==> config.mk <==
export PLATFORM = sky130hd
export DESIGN_NAME = http_chunked_body_decoder_flat
export DESIGN_NICKNAME = d
export VERILOG_FILES = /design/src/chd_pkg.sv /design/src/chd_in_if.sv /design/src/chd_out_if.sv /design/src/http_chunked_body_decoder.sv /design/src/flat_wrapper.sv
export VERILOG_INCLUDE_DIRS = /design/src /design/src/src
export SDC_FILE = /design/constraint.sdc
export NUM_CORES = 1
export LEC_CHECK = 0
export BUFFER_PORTS_ARGS = -buffer_cell sky130_fd_sc_hd__buf_4
export CAP_MARGIN = 15
export CORE_ASPECT_RATIO = 1.25
export CORE_MARGIN = 4
export CORE_UTILIZATION = 41
export CTS_BUF_LIST = sky130_fd_sc_hd__clkbuf_4 sky130_fd_sc_hd__clkbuf_8
export CTS_CLUSTER_DIAMETER = 150
export DETAILED_ROUTE_END_ITERATION = 6
export GPL_TIMING_DRIVEN = 1
export HOLD_SLACK_MARGIN = 0.08
export PLACE_DENSITY = 0.64
export SYNTH_ARGS = -nofsm -noshare
export SYNTH_HDL_FRONTEND = slang
export SYNTH_SLANG_ARGS = --single-unit
==> constraint.sdc <==
create_clock -name clk -period 3.3 [get_ports clk]
set_clock_uncertainty 0.05 [all_clocks]
set_input_delay 0.33 -clock clk [delete_from_list [all_inputs] [get_ports clk]]
set_output_delay 0.33 -clock clk [all_outputs]
set_load 0.1 [all_outputs]
==> src/assert_macros.svh <==
// ----------------------------------------------------------------------------
// Assertion macros
// Shared concurrent assertion wrappers, clocked on clk, disabled in reset.
// ----------------------------------------------------------------------------
`ifndef ASSERT_MACROS_SVH
`define ASSERT_MACROS_SVH

// expr must hold at every clock edge out of reset
`define CHD_ASSERT(lbl, expr, msg) \
	lbl: assert property (@(posedge clk) disable iff (!arst_n) (expr)) \
		else $error(msg);

// cons must hold in the same cycle whenever ante holds
`define CHD_ASSERT_IMP(lbl, ante, cons, msg) \
	lbl: assert property (@(posedge clk) disable iff (!arst_n) (ante) |-> (cons)) \
		else $error(msg);

`endif

==> src/chd_pkg.sv <==
// ----------------------------------------------------------------------------
// Chunked body decoder package
// Types, codes and helpers shared by the decoder and its channel interfaces.
// ----------------------------------------------------------------------------
package chd_pkg;

	localparam int unsigned MAX_BODY_BYTES_DEF  = 2 * 1024 * 1024;
	localparam int unsigned MAX_SIZE_DIGITS_DEF = 16;

	localparam logic [7:0] CH_CR   = 8'h0D;
	localparam logic [7:0] CH_LF   = 8'h0A;
	localparam logic [7:0] CH_SEMI = 8'h3B;

	typedef enum logic [2:0] {
		PH_SIZE   = 3'd0,
		PH_DATA   = 3'd1,
		PH_BND_CR = 3'd2,
		PH_BND_LF = 3'd3,
		PH_DONE   = 3'd4
	} phase_t;

	typedef enum logic [2:0] {
		ST_OK           = 3'd0,
		ST_NO_LINE_END  = 3'd1,
		ST_BAD_LENGTH   = 3'd2,
		ST_TOO_LARGE    = 3'd3,
		ST_INCOMPLETE   = 3'd4,
		ST_BAD_BOUNDARY = 3'd5
	} status_t;

	typedef enum logic [1:0] {
		PE_NONE       = 2'd0,
		PE_BAD_LENGTH = 2'd1,
		PE_TOO_LARGE  = 2'd2
	} pend_t;

	// bit 4 set: not a hex digit
	function automatic logic [4:0] hex_digit(input logic [7:0] b);
		logic [4:0] v;
		if (b >= 8'h30 && b <= 8'h39) begin
			v = {1'b0, 4'(b - 8'h30)};
		end else if (b >= 8'h61 && b <= 8'h66) begin
			v = {1'b0, 4'(b - 8'h57)};
		end else if (b >= 8'h41 && b <= 8'h46) begin
			v = {1'b0, 4'(b - 8'h37)};
		end else begin
			v = 5'h10;
		end
		return v;
	endfunction

	function automatic status_t pend_status(input pend_t p);
		status_t s;
		unique case (p)
			PE_BAD_LENGTH: s = ST_BAD_LENGTH;
			PE_TOO_LARGE:  s = ST_TOO_LARGE;
			default:       s = ST_OK;
		endcase
		return s;
	endfunction

endpackage

==> src/chd_in_if.sv <==
// ----------------------------------------------------------------------------
// Body byte channel
// Valid/ready channel carrying one raw body byte and its last-byte mark.
// ----------------------------------------------------------------------------
interface chd_in_if;
	logic       valid;
	logic       ready;
	logic [7:0] in_byte;
	logic       end_of_body;

	modport source (output valid, output in_byte, output end_of_body, input ready);
	modport sink   (input valid, input in_byte, input end_of_body, output ready);
endinterface

==> src/chd_out_if.sv <==
// ----------------------------------------------------------------------------
// Decoded result channel
// Valid/ready channel carrying one payload byte or one body outcome.
// ----------------------------------------------------------------------------
interface chd_out_if;
	logic       valid;
	logic       ready;
	logic       byte_valid;
	logic [7:0] out_byte;
	logic       finished;
	logic [2:0] status;

	modport source (output valid, output byte_valid, output out_byte, output finished,
		output status, input ready);
	modport sink   (input valid, input byte_valid, input out_byte, input finished,
		input status, output ready);
endinterface

==> src/http_chunked_body_decoder.sv <==
// ----------------------------------------------------------------------------
// HTTP/1.1 chunked body decoder
// Streams a chunked body byte by byte and emits payload bytes and an outcome.
// ----------------------------------------------------------------------------
// The decoder takes one body byte per clock unless the output stalls, and
// returns one item per byte that has something to say: a payload byte, or the
// outcome of the body (finished with a status). Bytes of the size lines and
// chunk boundaries make no payload item. Each byte sits in the input
// register, where the whole parse step for it runs and the decoder state
// updates, and the item it causes lands in the output register; throughput is
// one byte per clock while the consumer keeps up. body.ready stays high while
// the output register drains, so a stalled consumer stops the input only once
// both registers are full. Payload bytes go out before the chunk is known good;
// on any non-zero status the consumer drops what it received for that body.
// After the outcome, bytes up to the marked last byte are swallowed, and the
// last byte re-arms for a new body.
`include "assert_macros.svh"

module http_chunked_body_decoder #(
	parameter int unsigned MAX_BODY_BYTES  = chd_pkg::MAX_BODY_BYTES_DEF,
	parameter int unsigned MAX_SIZE_DIGITS = chd_pkg::MAX_SIZE_DIGITS_DEF
) (
	input  logic      clk,
	input  logic      arst_n,
	chd_in_if.sink    body,
	chd_out_if.source decoded
);

	// counter widths: sizes and totals up to MAX_BODY_BYTES, digit count
	// saturating one above MAX_SIZE_DIGITS
	localparam int unsigned CNT_W = $clog2(MAX_BODY_BYTES + 1);
	localparam int unsigned DIG_W = $clog2(MAX_SIZE_DIGITS + 2);
	localparam logic [CNT_W-1:0] MAX_CNT  = CNT_W'(MAX_BODY_BYTES);
	localparam logic [CNT_W:0]   MAX_SUM  = (CNT_W + 1)'(MAX_BODY_BYTES);
	localparam logic [CNT_W+3:0] MAX_NEXT = (CNT_W + 4)'(MAX_BODY_BYTES);
	localparam logic [DIG_W-1:0] DIG_SAT  = DIG_W'(MAX_SIZE_DIGITS + 1);
	localparam logic [DIG_W-1:0] DIG_LIM  = DIG_W'(MAX_SIZE_DIGITS);

	// input register
	logic       s1_valid_q;
	logic [7:0] s1_byte_s1;
	logic       s1_last_s1;

	// decoder state
	chd_pkg::phase_t phase_q, phase_d;
	logic              cr_seen_q, cr_seen_d;
	logic              in_ext_q, in_ext_d;
	logic [DIG_W-1:0]  digit_cnt_q, digit_cnt_d;
	chd_pkg::pend_t    pend_q, pend_d;
	logic [CNT_W-1:0]  size_acc_q, size_acc_d;
	logic [CNT_W-1:0]  data_left_q, data_left_d;
	logic [CNT_W-1:0]  bytes_out_q, bytes_out_d;

	// output register
	logic            out_valid_q;
	logic            out_bvalid_q;
	logic [7:0]      out_byte_q;
	logic            out_fin_q;
	chd_pkg::status_t out_status_q;

	logic adv;

	// size-line character step (a pending CR folded in first, then this byte)
	logic              ln_cr;
	logic              ln_ext;
	logic [DIG_W-1:0]  ln_cnt;
	chd_pkg::pend_t    ln_pend;
	logic [CNT_W-1:0]  ln_acc;
	logic [4:0]        hex_v;
	logic [CNT_W+3:0]  acc_next;

	// per-byte decisions
	logic             lf_close;
	logic             bad_cnt;
	logic             chunk_over;
	logic             rep;
	chd_pkg::status_t rep_st;
	logic             start_data;
	logic             emit;

	// result item
	logic             res_valid;
	logic             res_bvalid;
	logic [7:0]       res_byte;
	logic             res_fin;
	chd_pkg::status_t res_status;

	// ---------------------------------------------------------------- handshake
	// a byte leaves the input register when the output register is empty or
	// is being taken in this cycle
	assign adv        = s1_valid_q && (!out_valid_q || decoded.ready);
	assign body.ready = !s1_valid_q || adv;

	// ---------------------------------------------------------- size line step
	assign hex_v    = chd_pkg::hex_digit(s1_byte_s1);
	assign acc_next = {size_acc_q, 4'h0} + (CNT_W + 4)'(hex_v[3:0]);

	always_comb begin
		ln_cr   = cr_seen_q;
		ln_ext  = in_ext_q;
		ln_cnt  = digit_cnt_q;
		ln_pend = pend_q;
		ln_acc  = size_acc_q;
		// CR not followed by LF counts as an ordinary (bad) line character
		if (cr_seen_q) begin
			ln_cr = 1'b0;
			if (!ln_ext) begin
				if (ln_cnt != DIG_SAT) begin
					ln_cnt = ln_cnt + DIG_W'(1);
				end
				if (ln_pend == chd_pkg::PE_NONE) begin
					ln_pend = chd_pkg::PE_BAD_LENGTH;
				end
			end
		end
		if (s1_byte_s1 == chd_pkg::CH_CR) begin
			ln_cr = 1'b1;
		end else if (!ln_ext) begin
			if (s1_byte_s1 == chd_pkg::CH_SEMI) begin
				ln_ext = 1'b1;
			end else begin
				if (ln_cnt != DIG_SAT) begin
					ln_cnt = ln_cnt + DIG_W'(1);
				end
				// digits stop accumulating once an error is pending
				if (ln_pend == chd_pkg::PE_NONE) begin
					if (hex_v[4]) begin
						ln_pend = chd_pkg::PE_BAD_LENGTH;
					end else if (acc_next > MAX_NEXT) begin
						ln_pend = chd_pkg::PE_TOO_LARGE;
					end else begin
						ln_acc = acc_next[CNT_W-1:0];
					end
				end
			end
		end
	end

	// ----------------------------------------------------------------- decode
	assign lf_close   = cr_seen_q && (s1_byte_s1 == chd_pkg::CH_LF);
	assign bad_cnt    = (digit_cnt_q == '0) || (digit_cnt_q > DIG_LIM);
	// total output would pass the cap with this chunk
	assign chunk_over = ({1'b0, bytes_out_q} + {1'b0, size_acc_q}) > MAX_SUM;

	always_comb begin
		rep        = 1'b0;
		rep_st     = chd_pkg::ST_OK;
		start_data = 1'b0;
		emit       = 1'b0;
		unique case (phase_q)
			chd_pkg::PH_SIZE: begin
				if (lf_close) begin
					// length problems outrank pending errors
					if (bad_cnt) begin
						rep    = 1'b1;
						rep_st = chd_pkg::ST_BAD_LENGTH;
					end else if (pend_q != chd_pkg::PE_NONE) begin
						rep    = 1'b1;
						rep_st = chd_pkg::pend_status(pend_q);
					end else if (size_acc_q == '0) begin
						rep    = 1'b1;
						rep_st = chd_pkg::ST_OK;
					end else if (s1_last_s1 || chunk_over) begin
						rep    = 1'b1;
						rep_st = chd_pkg::ST_INCOMPLETE;
					end else begin
						start_data = 1'b1;
					end
				end else if (s1_last_s1) begin
					rep    = 1'b1;
					rep_st = chd_pkg::ST_NO_LINE_END;
				end
			end
			chd_pkg::PH_DATA: begin
				// the last byte is never passed out; only the outcome is
				if (s1_last_s1) begin
					rep    = 1'b1;
					rep_st = (data_left_q > CNT_W'(1)) ? chd_pkg::ST_INCOMPLETE
						: chd_pkg::ST_BAD_BOUNDARY;
				end else begin
					emit = 1'b1;
				end
			end
			chd_pkg::PH_BND_CR: begin
				if (s1_byte_s1 != chd_pkg::CH_CR || s1_last_s1) begin
					rep    = 1'b1;
					rep_st = chd_pkg::ST_BAD_BOUNDARY;
				end
			end
			chd_pkg::PH_BND_LF: begin
				if (s1_byte_s1 != chd_pkg::CH_LF) begin
					rep    = 1'b1;
					rep_st = chd_pkg::ST_BAD_BOUNDARY;
				end else if (s1_last_s1) begin
					rep    = 1'b1;
					rep_st = chd_pkg::ST_INCOMPLETE;
				end
			end
			default: begin
				// outcome already sent: swallow bytes
			end
		endcase
	end

	// ------------------------------------------------------------- next phase
	always_comb begin
		phase_d = phase_q;
		if (adv) begin
			if (s1_last_s1) begin
				phase_d = chd_pkg::PH_SIZE;
			end else if (rep) begin
				phase_d = chd_pkg::PH_DONE;
			end else begin
				unique case (phase_q)
					chd_pkg::PH_SIZE: begin
						if (start_data) begin
							phase_d = chd_pkg::PH_DATA;
						end
					end
					chd_pkg::PH_DATA: begin
						if (data_left_q <= CNT_W'(1)) begin
							phase_d = chd_pkg::PH_BND_CR;
						end
					end
					chd_pkg::PH_BND_CR: phase_d = chd_pkg::PH_BND_LF;
					chd_pkg::PH_BND_LF: phase_d = chd_pkg::PH_SIZE;
					default:            phase_d = phase_q;
				endcase
			end
		end
	end

	// ---------------------------------------------------------- result item
	always_comb begin
		res_valid  = emit || rep;
		res_bvalid = emit;
		res_byte   = emit ? s1_byte_s1 : 8'h00;
		res_fin    = rep;
		res_status = rep ? rep_st : chd_pkg::ST_OK;
	end

	// ------------------------------------------------------ counters and line
	always_comb begin
		cr_seen_d   = cr_seen_q;
		in_ext_d    = in_ext_q;
		digit_cnt_d = digit_cnt_q;
		pend_d      = pend_q;
		size_acc_d  = size_acc_q;
		data_left_d = data_left_q;
		bytes_out_d = bytes_out_q;
		if (adv) begin
			if (phase_q == chd_pkg::PH_SIZE && !lf_close) begin
				cr_seen_d   = ln_cr;
				in_ext_d    = ln_ext;
				digit_cnt_d = ln_cnt;
				pend_d      = ln_pend;
				size_acc_d  = ln_acc;
			end
			// a new size line starts after a chunk opens or a boundary closes
			if (start_data || (phase_q == chd_pkg::PH_BND_LF && !rep)) begin
				cr_seen_d   = 1'b0;
				in_ext_d    = 1'b0;
				digit_cnt_d = '0;
				pend_d      = chd_pkg::PE_NONE;
				size_acc_d  = '0;
			end
			if (start_data) begin
				data_left_d = size_acc_q;
			end
			if (emit) begin
				if (data_left_q != '0) begin
					data_left_d = data_left_q - CNT_W'(1);
				end
				if (bytes_out_q < MAX_CNT) begin
					bytes_out_d = bytes_out_q + CNT_W'(1);
				end
			end
			// last byte of a body re-arms everything
			if (s1_last_s1) begin
				cr_seen_d   = 1'b0;
				in_ext_d    = 1'b0;
				digit_cnt_d = '0;
				pend_d      = chd_pkg::PE_NONE;
				size_acc_d  = '0;
				data_left_d = '0;
				bytes_out_d = '0;
			end
		end
	end

	// -------------------------------------------------------------- registers
	always_ff @(posedge clk or negedge arst_n) begin
		if (!arst_n) begin
			s1_valid_q  <= 1'b0;
			out_valid_q <= 1'b0;
			phase_q     <= chd_pkg::PH_SIZE;
			cr_seen_q   <= 1'b0;
			in_ext_q    <= 1'b0;
			digit_cnt_q <= '0;
			pend_q      <= chd_pkg::PE_NONE;
			size_acc_q  <= '0;
			data_left_q <= '0;
			bytes_out_q <= '0;
		end else begin
			if (body.ready) begin
				s1_valid_q <= body.valid;
			end
			if (adv && res_valid) begin
				out_valid_q <= 1'b1;
			end else if (decoded.ready) begin
				out_valid_q <= 1'b0;
			end
			phase_q     <= phase_d;
			cr_seen_q   <= cr_seen_d;
			in_ext_q    <= in_ext_d;
			digit_cnt_q <= digit_cnt_d;
			pend_q      <= pend_d;
			size_acc_q  <= size_acc_d;
			data_left_q <= data_left_d;
			bytes_out_q <= bytes_out_d;
		end
	end

	// payload registers, no reset
	always_ff @(posedge clk) begin
		if (body.ready && body.valid) begin
			s1_byte_s1 <= body.in_byte;
			s1_last_s1 <= body.end_of_body;
		end
		if (adv && res_valid) begin
			out_bvalid_q <= res_bvalid;
			out_byte_q   <= res_byte;
			out_fin_q    <= res_fin;
			out_status_q <= res_status;
		end
	end

	assign decoded.valid      = out_valid_q;
	assign decoded.byte_valid = out_bvalid_q;
	assign decoded.out_byte   = out_byte_q;
	assign decoded.finished   = out_fin_q;
	assign decoded.status     = out_status_q;

	// -------------------------------------------------------------- assertions
	`CHD_ASSERT_IMP(a_item_kind, decoded.valid, decoded.byte_valid != decoded.finished, "bad item kind")
	`CHD_ASSERT_IMP(a_data_nonzero, phase_q == chd_pkg::PH_DATA, data_left_q != '0, "data phase empty")
	`CHD_ASSERT(a_total_cap, bytes_out_q <= MAX_CNT, "output total above cap")
	`CHD_ASSERT_IMP(a_byte_status, decoded.valid && decoded.byte_valid, decoded.status == chd_pkg::ST_OK, "byte status")

endmodule
==> src/flat_wrapper.sv <==
// flat-port wrapper written by rule: the top's interface ports become plain ports
module http_chunked_body_decoder_flat 
#(
	parameter int unsigned MAX_BODY_BYTES  = chd_pkg::MAX_BODY_BYTES_DEF,
	parameter int unsigned MAX_SIZE_DIGITS = chd_pkg::MAX_SIZE_DIGITS_DEF
)
  (clk, arst_n, body_valid, body_in_byte, body_end_of_body, body_ready, decoded_valid, decoded_byte_valid, decoded_out_byte, decoded_finished, decoded_status, decoded_ready);
  chd_in_if body_i ();
  chd_out_if decoded_i ();
  input  logic clk;
  input  logic arst_n;
  input wire logic [$bits(body_i.valid)-1:0] body_valid;
  input wire logic [$bits(body_i.in_byte)-1:0] body_in_byte;
  input wire logic [$bits(body_i.end_of_body)-1:0] body_end_of_body;
  output wire logic [$bits(body_i.ready)-1:0] body_ready;
  output wire logic [$bits(decoded_i.valid)-1:0] decoded_valid;
  output wire logic [$bits(decoded_i.byte_valid)-1:0] decoded_byte_valid;
  output wire logic [$bits(decoded_i.out_byte)-1:0] decoded_out_byte;
  output wire logic [$bits(decoded_i.finished)-1:0] decoded_finished;
  output wire logic [$bits(decoded_i.status)-1:0] decoded_status;
  input wire logic [$bits(decoded_i.ready)-1:0] decoded_ready;
  assign body_i.valid = body_valid;
  assign body_i.in_byte = body_in_byte;
  assign body_i.end_of_body = body_end_of_body;
  assign body_ready = body_i.ready;
  assign decoded_valid = decoded_i.valid;
  assign decoded_byte_valid = decoded_i.byte_valid;
  assign decoded_out_byte = decoded_i.out_byte;
  assign decoded_finished = decoded_i.finished;
  assign decoded_status = decoded_i.status;
  assign decoded_i.ready = decoded_ready;
  http_chunked_body_decoder #(.MAX_BODY_BYTES(MAX_BODY_BYTES), .MAX_SIZE_DIGITS(MAX_SIZE_DIGITS)) u_core (.clk(clk), .arst_n(arst_n), .body(body_i), .decoded(decoded_i));
endmodule
; Yosys cells after proc, flatten, opt, wreduce, memory -nomap -nowiden
; Index checks and enable logic that the tools add are counted.
[totals]
ff_bits = 102
latch_bits = 0
mem_bits_rw = 0
rom_bits = 0
inputBits = 13
output_inout_bits = 15
mem_count = 0
[op_classes]
n_addsub = 9
n_mul = 0
n_div = 0
order_cmp = 12
n_eq_ne = 19
shifts = 0
n_mux = 88
bitwise = 0
n_reduce_logical = 38
[op_table]
columns = cell, n
row1 = 22-bit two-way mux, 16
row2 = 5-bit two-way mux, 13
row3 = 3-bit two-way mux, 13
row4 = 1-bit two-way mux, 30
row5 = 26-bit by 4-bit adder with 26-bit output, 1
row6 = 26-bit by 22-bit > comparator with 1-bit output (second input constant), 1
row7 = 2-bit two-way mux, 12
row8 = 3-bit one-hot mux with 4 select lines, 2
row9 = 22-bit by 22-bit adder with 23-bit output, 1
row10 = 23-bit by 22-bit > comparator with 1-bit output (second input constant), 1
row11 = 22-bit by 1-bit adder with 22-bit output (second input constant), 1
row12 = 22-bit by 1-bit > comparator with 1-bit output (second input constant), 1
row13 = 22-bit by 1-bit less-or-equal comparator with 1-bit output (second input constant), 1
row14 = 22-bit zero test, 1
row15 = 22-bit < comparator (second input constant), 1
row16 = 22-bit nonzero test, 1
row17 = 22-bit by 1-bit subtractor with 22-bit output (second input constant), 1
row18 = 8-bit by 4-bit == test with 1-bit output (second input constant), 2
row19 = 8-bit by 7-bit >= comparator with 1-bit output (second input constant), 2
row20 = 8-bit by 7-bit less-or-equal comparator with 1-bit output (second input constant), 2
row21 = 8-bit by 4-bit != test with 1-bit output (second input constant), 2
row22 = 3-bit by 2-bit != test with 1-bit output (second input constant), 5
row23 = 5-bit by 1-bit adder with 5-bit output (second input constant), 2
row24 = 5-bit != test (second input constant), 2
row25 = 26 further kinds, 52

; Logic depth before layout (Yosys ltp)
[depth]
word_depth = 16
ltp_mapped = 14
depth_no_buf = 13

; Worst setup path after synthesis
; No wires, ideal clock.
[synth_timing]
kind = reg2reg
start = register u_core.size_acc_q[0]
end = register u_core.size_acc_q[0]
arrival_ps = 3478
required_ps = 3122
slack_ps = -355
stages_incl_launch_ff = 14
path_buffers = 0
path_cell_list = dfrtp_1 ha_1 fa_1 a21o_1 a221oi_4 o21ai_2 a221oi_2 xnor2_1 nor4_2 a41o_1 and3_1 nor3_2 a211oi_4 mux2_1
[synth_via]
elab_chain_cells = 14
elab_cells_between_ends = 31
[synth_lines]
columns = element, line
row1 = start: declaration, http_chunked_body_decoder.sv:50  ; logic [CNT_W-1:0] size_acc_q, size_acc_d;
row2 = start signal: assignment, http_chunked_body_decoder.sv:318  ; size_acc_q <= size_acc_d;
row3 = 22-bit by 22-bit adder with 23-bit output, http_chunked_body_decoder.sv:143  ; assign chunk_over = ({1'b0, bytes_out_q} + {1'b0, size_acc_q}) > MAX_SUM;
row4 = 23-bit by 22-bit > comparator with 1-bit output, http_chunked_body_decoder.sv:143
row5 = 1-bit logical OR, http_chunked_body_decoder.sv:163  ; end else if (s1_last_s1 || chunk_over) begin
row6 = 1-bit two-way mux, http_chunked_body_decoder.sv:163
row7 = 1-bit two-way mux, http_chunked_body_decoder.sv:160  ; end else if (size_acc_q == '0) begin
row8 = 1-bit two-way mux, http_chunked_body_decoder.sv:157  ; end else if (pend_q != chd_pkg::PE_NONE) begin
row9 = 1-bit two-way mux, http_chunked_body_decoder.sv:154  ; if (bad_cnt) begin
row10 = 1-bit two-way mux, http_chunked_body_decoder.sv:152  ; if (lf_close) begin
row11 = 1-bit one-hot mux with 4 select lines, http_chunked_body_decoder.sv:150  ; unique case (phase_q)
row12 = 1-bit zero test, http_chunked_body_decoder.sv:260  ; if (start_data || (phase_q == chd_pkg::PH_BND_LF && !rep)) begin
row13 = 1-bit logical AND, http_chunked_body_decoder.sv:260
row14 = 1-bit logical OR, http_chunked_body_decoder.sv:260
row15 = "3-bit by 2-bit != test with 1-bit output (no source line), or another cell as far along", -
row16 = 8-bit AND reduction (no source line) / 22-bit two-way mux (equally long branches), -
; Several ways; a longest one is shown, not always the timed one.
; A chain may end at the register's enable or synchronous reset.

; Final worst setup path
[layout_timing]
start = register u_core.size_acc_q[0]
end = register u_core.out_fin_q, in the netlist u_core.decoded.finished (enable)
[layout_via]
elab_chain_cells = 11
elab_cells_between_ends = 12
[layout_lines]
columns = element, line
row1 = 22-bit by 22-bit adder with 23-bit output, http_chunked_body_decoder.sv:143
row2 = 23-bit by 22-bit > comparator with 1-bit output, http_chunked_body_decoder.sv:143
row3 = 1-bit logical OR, http_chunked_body_decoder.sv:163
row4 = 1-bit two-way mux, http_chunked_body_decoder.sv:163
row5 = 1-bit two-way mux (*), http_chunked_body_decoder.sv:160
row6 = 1-bit two-way mux (*), http_chunked_body_decoder.sv:157
row7 = 1-bit two-way mux (*), http_chunked_body_decoder.sv:154
row8 = 1-bit two-way mux (*), http_chunked_body_decoder.sv:152
row9 = 1-bit one-hot mux with 4 select lines (*), http_chunked_body_decoder.sv:150
row10 = net u_core.rep, http_chunked_body_decoder.sv:76  ; logic rep;
row11 = 1-bit logical OR (*), http_chunked_body_decoder.sv:235  ; res_valid = emit || rep;
row12 = 1-bit logical AND (*), http_chunked_body_decoder.sv:330  ; if (adv && res_valid) begin
row13 = end signal: assignment, http_chunked_body_decoder.sv:333  ; out_fin_q <= res_fin;
row14 = end: declaration, http_chunked_body_decoder.sv:58  ; logic out_fin_q;
; The timed path passes the listed nets; every way through them passes the cells marked *.

==> results by stage <==
Yosys:
- Yosys mapped a number of flops with a built-in enable equal to 22.
- The sequential element share of the synthesized area is 0.382.
- The area share of the largest cell type after synthesis is 0.287.
- The count of synthesis-stage warnings from yosys is 0.
- In the synthesized netlist the dominant register cell turns out to be dfrtp_1.
- The cell area after technology mapping is 0.00698 sq mm.
- The synthesized design spends more area on one cell type than any other, namely dfrtp_1.
- After technology mapping, the gate count stands at 812.
- Counting flops with an async set or reset pin after synthesis yields a share of 0.784.
- The most frequent cell after synthesis is nand2_1.
- Each instance of the synthesized netlist takes up on average 8.59 sq um.
- The total nets after synthesis is 863.
- Sorting the synthesized cells by how often they occur yields nand2_1 (96), dfrtp_1 (80), nor2_1 (70).
- The flip-flop and latch count after synthesis is 102.
- The number of distinct library cells after synthesis is 74.
- Ranked by total cell area, the synthesized netlist is headed by dfrtp_1 (29%), edfxtp_1 (9.5%), ha_1 (6.6%).

Timing:
- The number of pins exceeding their max-slew limit in the final report is 0.
- Subtracting the final worst setup slack from the clock period gives 3.80 ns.
- Setup violations remaining at the end of the flow were counted as 73.
- The final-report hold violation count is 0.
- The worst pin sits at a relative slew slack of 0.305.
- The upper clock frequency limit is 0.263 GHz.
- The hold slack is 0.183 ns.
- The share of the clock period used by the worst path is 1.15.
- Across all setup checks in the final design, the least slack found is -0.496 ns.
- The pin slew with the least headroom to its limit is 1.04 ns.
- Setup repair after global routing could not meet its margin everywhere.

Cells and area:
- For this run, the share of the core covered by cells in the final layout is 0.546.
- In the final design database the tool counted 1,024 nets.
- The final standard cell area without fillers is roughly 0.0092 sq mm.
- Of the cells placed in the final design, the portion with a size suffix greater than 1 is 0.259.
- The filler cells instantiated in the layout total 1,519.
- The synthesis-to-finish area growth is 31.3%.
- For this run, the number of standard cells in the final layout without fillers is 1,198.
- The repair_antennas step left the layout with diodes totalling 0.

Worst setup path:
- The count of buffer and inverter cells on the critical path is 3.
- The dominant delay contributor by cell family on the critical path is compound AO/OA/AOI/OAI gates.
- The signal on the critical path passes through ha_2 > fa_2 > a21o_1 > a221oi_4 > buf_4 > xnor2_2 > nor4_2 > nand4_1 > nor4_4 > a41o_1 > buf_6 > nand3_4 > a21o_1 > o21ai_4 > clkinv_4.
- STA classifies the critical path endpoint as a flip-flop.
- The arrival time of data at the critical path endpoint is 3.90 ns.
- The data required time of the worst path is 3.41 ns.
- The kind of critical path is reg2reg.
- The largest stage delay on the critical path is ~0.40 ns.
- The worst setup path is launched from a flip-flop.
- Of all nets on the critical path, the largest fanout is 7.
- Among the stages of the critical path, the cell type that occurs most often is a21o_1.
- On the critical path, the stage with the largest delay is an instance of dfrtp_1.

Clock network:
- The CTS tree is yes.
- The total number of H-tree levels is 3.
- After clock tree synthesis, the clock-pin slew on the worst setup and hold paths is approximately 0.12 ns.
- The root buffer cell chosen for the clock tree is clkbuf_8.
- The tree built by TritonCTS fans out to 102 sinks.
- Counting along the longest clock path gives a buffer depth of 2.
- The number of clock buffers added by TritonCTS is 9.
- The worst-skew pair later-pin latency is 0.40 ns.

Global routing:
- Entering global routing, the biggest net connects 55 pins.
- The number of global-route vias before repair was around 6,500.
- The initial antenna violation count is 0.
- The global-route wire length before repair is 32,200 um.
- For this run the aggregate overflow at the end of global routing stands at 0.
- The total routing usage reported by global routing is 0.206.

Floorplanning:
- The die outline area is 0.0192 sq mm.
- Pin placement for this block handled 28 I/O pins.
- The height of the die is 154 um.
- For this configuration, the core starts out at a cell density of 0.416.
- The die width is 125 um.
- The region available for standard cell placement spans between 0.015 and 0.02 sq mm.
- The number of standard-cell rows in the floorplan is 53.

Placed design:
- Detailed placement ended at an HPWL of 14,400 um.
- Including well taps, the total number of placed cells is roughly 1,200.
- The instance area at placement is 0.00833 sq mm.
- The quantity of I/O buffers inserted on ports is 27.
- The setup slack after placement is -0.564 ns.
- The routability congestion estimate from global placement is roughly 0.9.

Detailed routing:
- For this run, design rule violations remaining after detail routing come to 0.
- The initial detailed-routing violation count is 385.
- The iteration count of the initial detailed-routing pass is 5.
- After detailed routing, the average wire length per cell comes to roughly 16 um.
- In the routed layout, each cell is associated on average with a via count of 5.48.
- The overall via count from detail_route is 6,571.
- The wire length after detailed routing is roughly 20,000 um.
- The final antenna-violating net count is 0.

Power:
- The total net switching power is 2.40 mW.
- Of the total power, registers draw 0.315.
- The worst-case IR drop observed on VDD is approximately 0.44 mV.
- Summed over all cells, the static leakage comes to 4.04 nW.
- The power density normalized to cell area is 574 mW/mm^2.
- Of the total power, the clock network draws 0.157.
- Of the total power, combinational logic draws 0.527.
- Internal power comes to 2.86 mW.
- Of the total power, the share spent switching nets is 0.456.

Job:
- Across the run, the number of max-cap violations was 0.

Run status:
- The flow ran to the end, but the final reports show violations.
- The checks that failed: setup timing.

Worst hold path:
- The tightest min-delay check is of the in2reg type.
==> power groups by stage <==
stage          sequential, mW  clock (mW)  combinational [mW]
5_1_grt                  1.68       0.903                3.02
3_5_place_dp             1.67           0                2.43
2_1_floorplan            2.02           0                1.40
4_1_cts                  1.65       0.843                2.57
3_3_place_gp             1.67           0                2.41
6_report                 1.66       0.826                2.77
==> placed cells by master, fill, tap and decap left out, types with 3 or more instances in the layout <==
cell type / n
xor2_1: 23
nor2_1: 69
a21oi_2: 9
clkbuf_8: 9
o21ai_1: 39
clkinv_4: 4
a21oi_1: 43
o211ai_1: 5
a211oi_1: 4
dlygate4sd3_1: 11
nand4_1: 14
o21ai_0: 41
nand3_1: 17
xnor2_1: 25
a31oi_1: 8
nand2_1: 89
nor2b_1: 6
buf_16: 3
o21ai_2: 11
o21a_1: 3
inv_1: 41
nor3_2: 3
mux2i_1: 23
buf_4: 147
and3_1: 7
edfxtp_1: 22
nor4_1: 11
nand2_2: 7
ha_1: 35
buf_6: 14
and2_1: 10
nand2b_1: 11
dfrtp_1: 80
nor3_1: 29
or3_1: 7
a21o_1: 15
==> cell families after synthesis <==
| kind of cell | synth area share |
|---|---|
| fa+ha+maj | 0.0692 |
| simple gates | 0.205 |
| compound gates | 0.202 |
| flops | 0.382 |
| buf+inv | 0.0427 |
| mux | 0.0378 |
| xor+xnor | 0.0615 |
==> per-stage QoR <==
stage                     power (mW)  TNS (ns)
after floorplan                 3.42     -5.93
after global placement          4.09    -30.69
after detailed placement        4.10    -33.07
after CTS                       5.06    -25.39
after global routing            5.60    -47.30
final                           5.25    -30.81
==> flip-flops by register name (all words and copies together), names as in the netlist <==
name / cells
u_core.size_acc_q: 22
u_core.decoded.valid: 1
u_core.phase_q: 3
u_core.s1_byte_s1: 8
u_core.decoded.out_byte: 8
u_core.data_left_q: 22
u_core.digit_cnt_q: 5
u_core.pend_q: 2
u_core.decoded.byte_valid: 1
u_core.s1_valid_q: 1
u_core.s1_last_s1: 1
u_core.decoded.status: 3
u_core.cr_seen_q: 1
u_core.bytes_out_q: 22
u_core.decoded.finished: 1
u_core.in_ext_q: 1
==> what timing repair did <==
item	in CTS	in global routing
pin swaps	19	30
resized for setup	22	51
gates cloned	4	3
hold buffers	11	0
endpoints found under the setup margin	74	74
setup buffers	10	3
endpoints found under the hold margin	62	0
==> metal layers <==
metal  vias up  routed length, um  GRT usage
met1      3132               8240      0.251
met2       165              10000      0.365
met4         0                691     0.0856
met3        40                768     0.0268
li1       3234                  -          -
met5         -                  0          0
==> final timing paths <==
kind	start	endpoint	slack (ns)	cells after the start
min in group asynchronous	arst_n	u_core.data_left_q[11]$_DFFE_PN0P_	0.47	2
worst min register to register	u_core.data_left_q[5]$_DFFE_PN0P_	u_core.data_left_q[5]$_DFFE_PN0P_	0.49	2
worst max register to register	u_core.size_acc_q[0]$_DFFE_PN0P_	u_core.decoded.finished$_DFFE_PP_	-0.50	15
max in group asynchronous	arst_n	u_core.bytes_out_q[11]$_DFFE_PN0P_	2.00	3
worst min-delay path	decoded_ready	u_core.s1_valid_q$_DFFE_PN0N_	0.18	3
worst max-delay path	u_core.size_acc_q[0]$_DFFE_PN0P_	u_core.decoded.finished$_DFFE_PP_	-0.50	15
==> worst register-to-register path: cells and delay by family, from the launching register on <==
kind	cells	cell delay (ns)
compound gates	5	1.29
simple gates	4	0.78
fa+ha+maj	2	0.54
buf+inv	3	0.44
flops	1	0.40
xor+xnor	1	0.06
==> area by class of cell <==
class / count / area (sq um) / area share
Timing Repair Buffer: 180 / 1560 / 0.170
Inverter: 43 / 169 / 0.0184
Tap cell: 220 / 275 / 0.0301
Clock inverter: 7 / 78.8 / 0.00861
Clock buffer: 9 / 124 / 0.0135
Timing Repair inverter: 1 / 6.26 / 0.000683
Multi-Input combinational cell: 636 / 4280 / 0.468
Sequential cell: 102 / 2660 / 0.291
(Power assumes the default switching activity.)
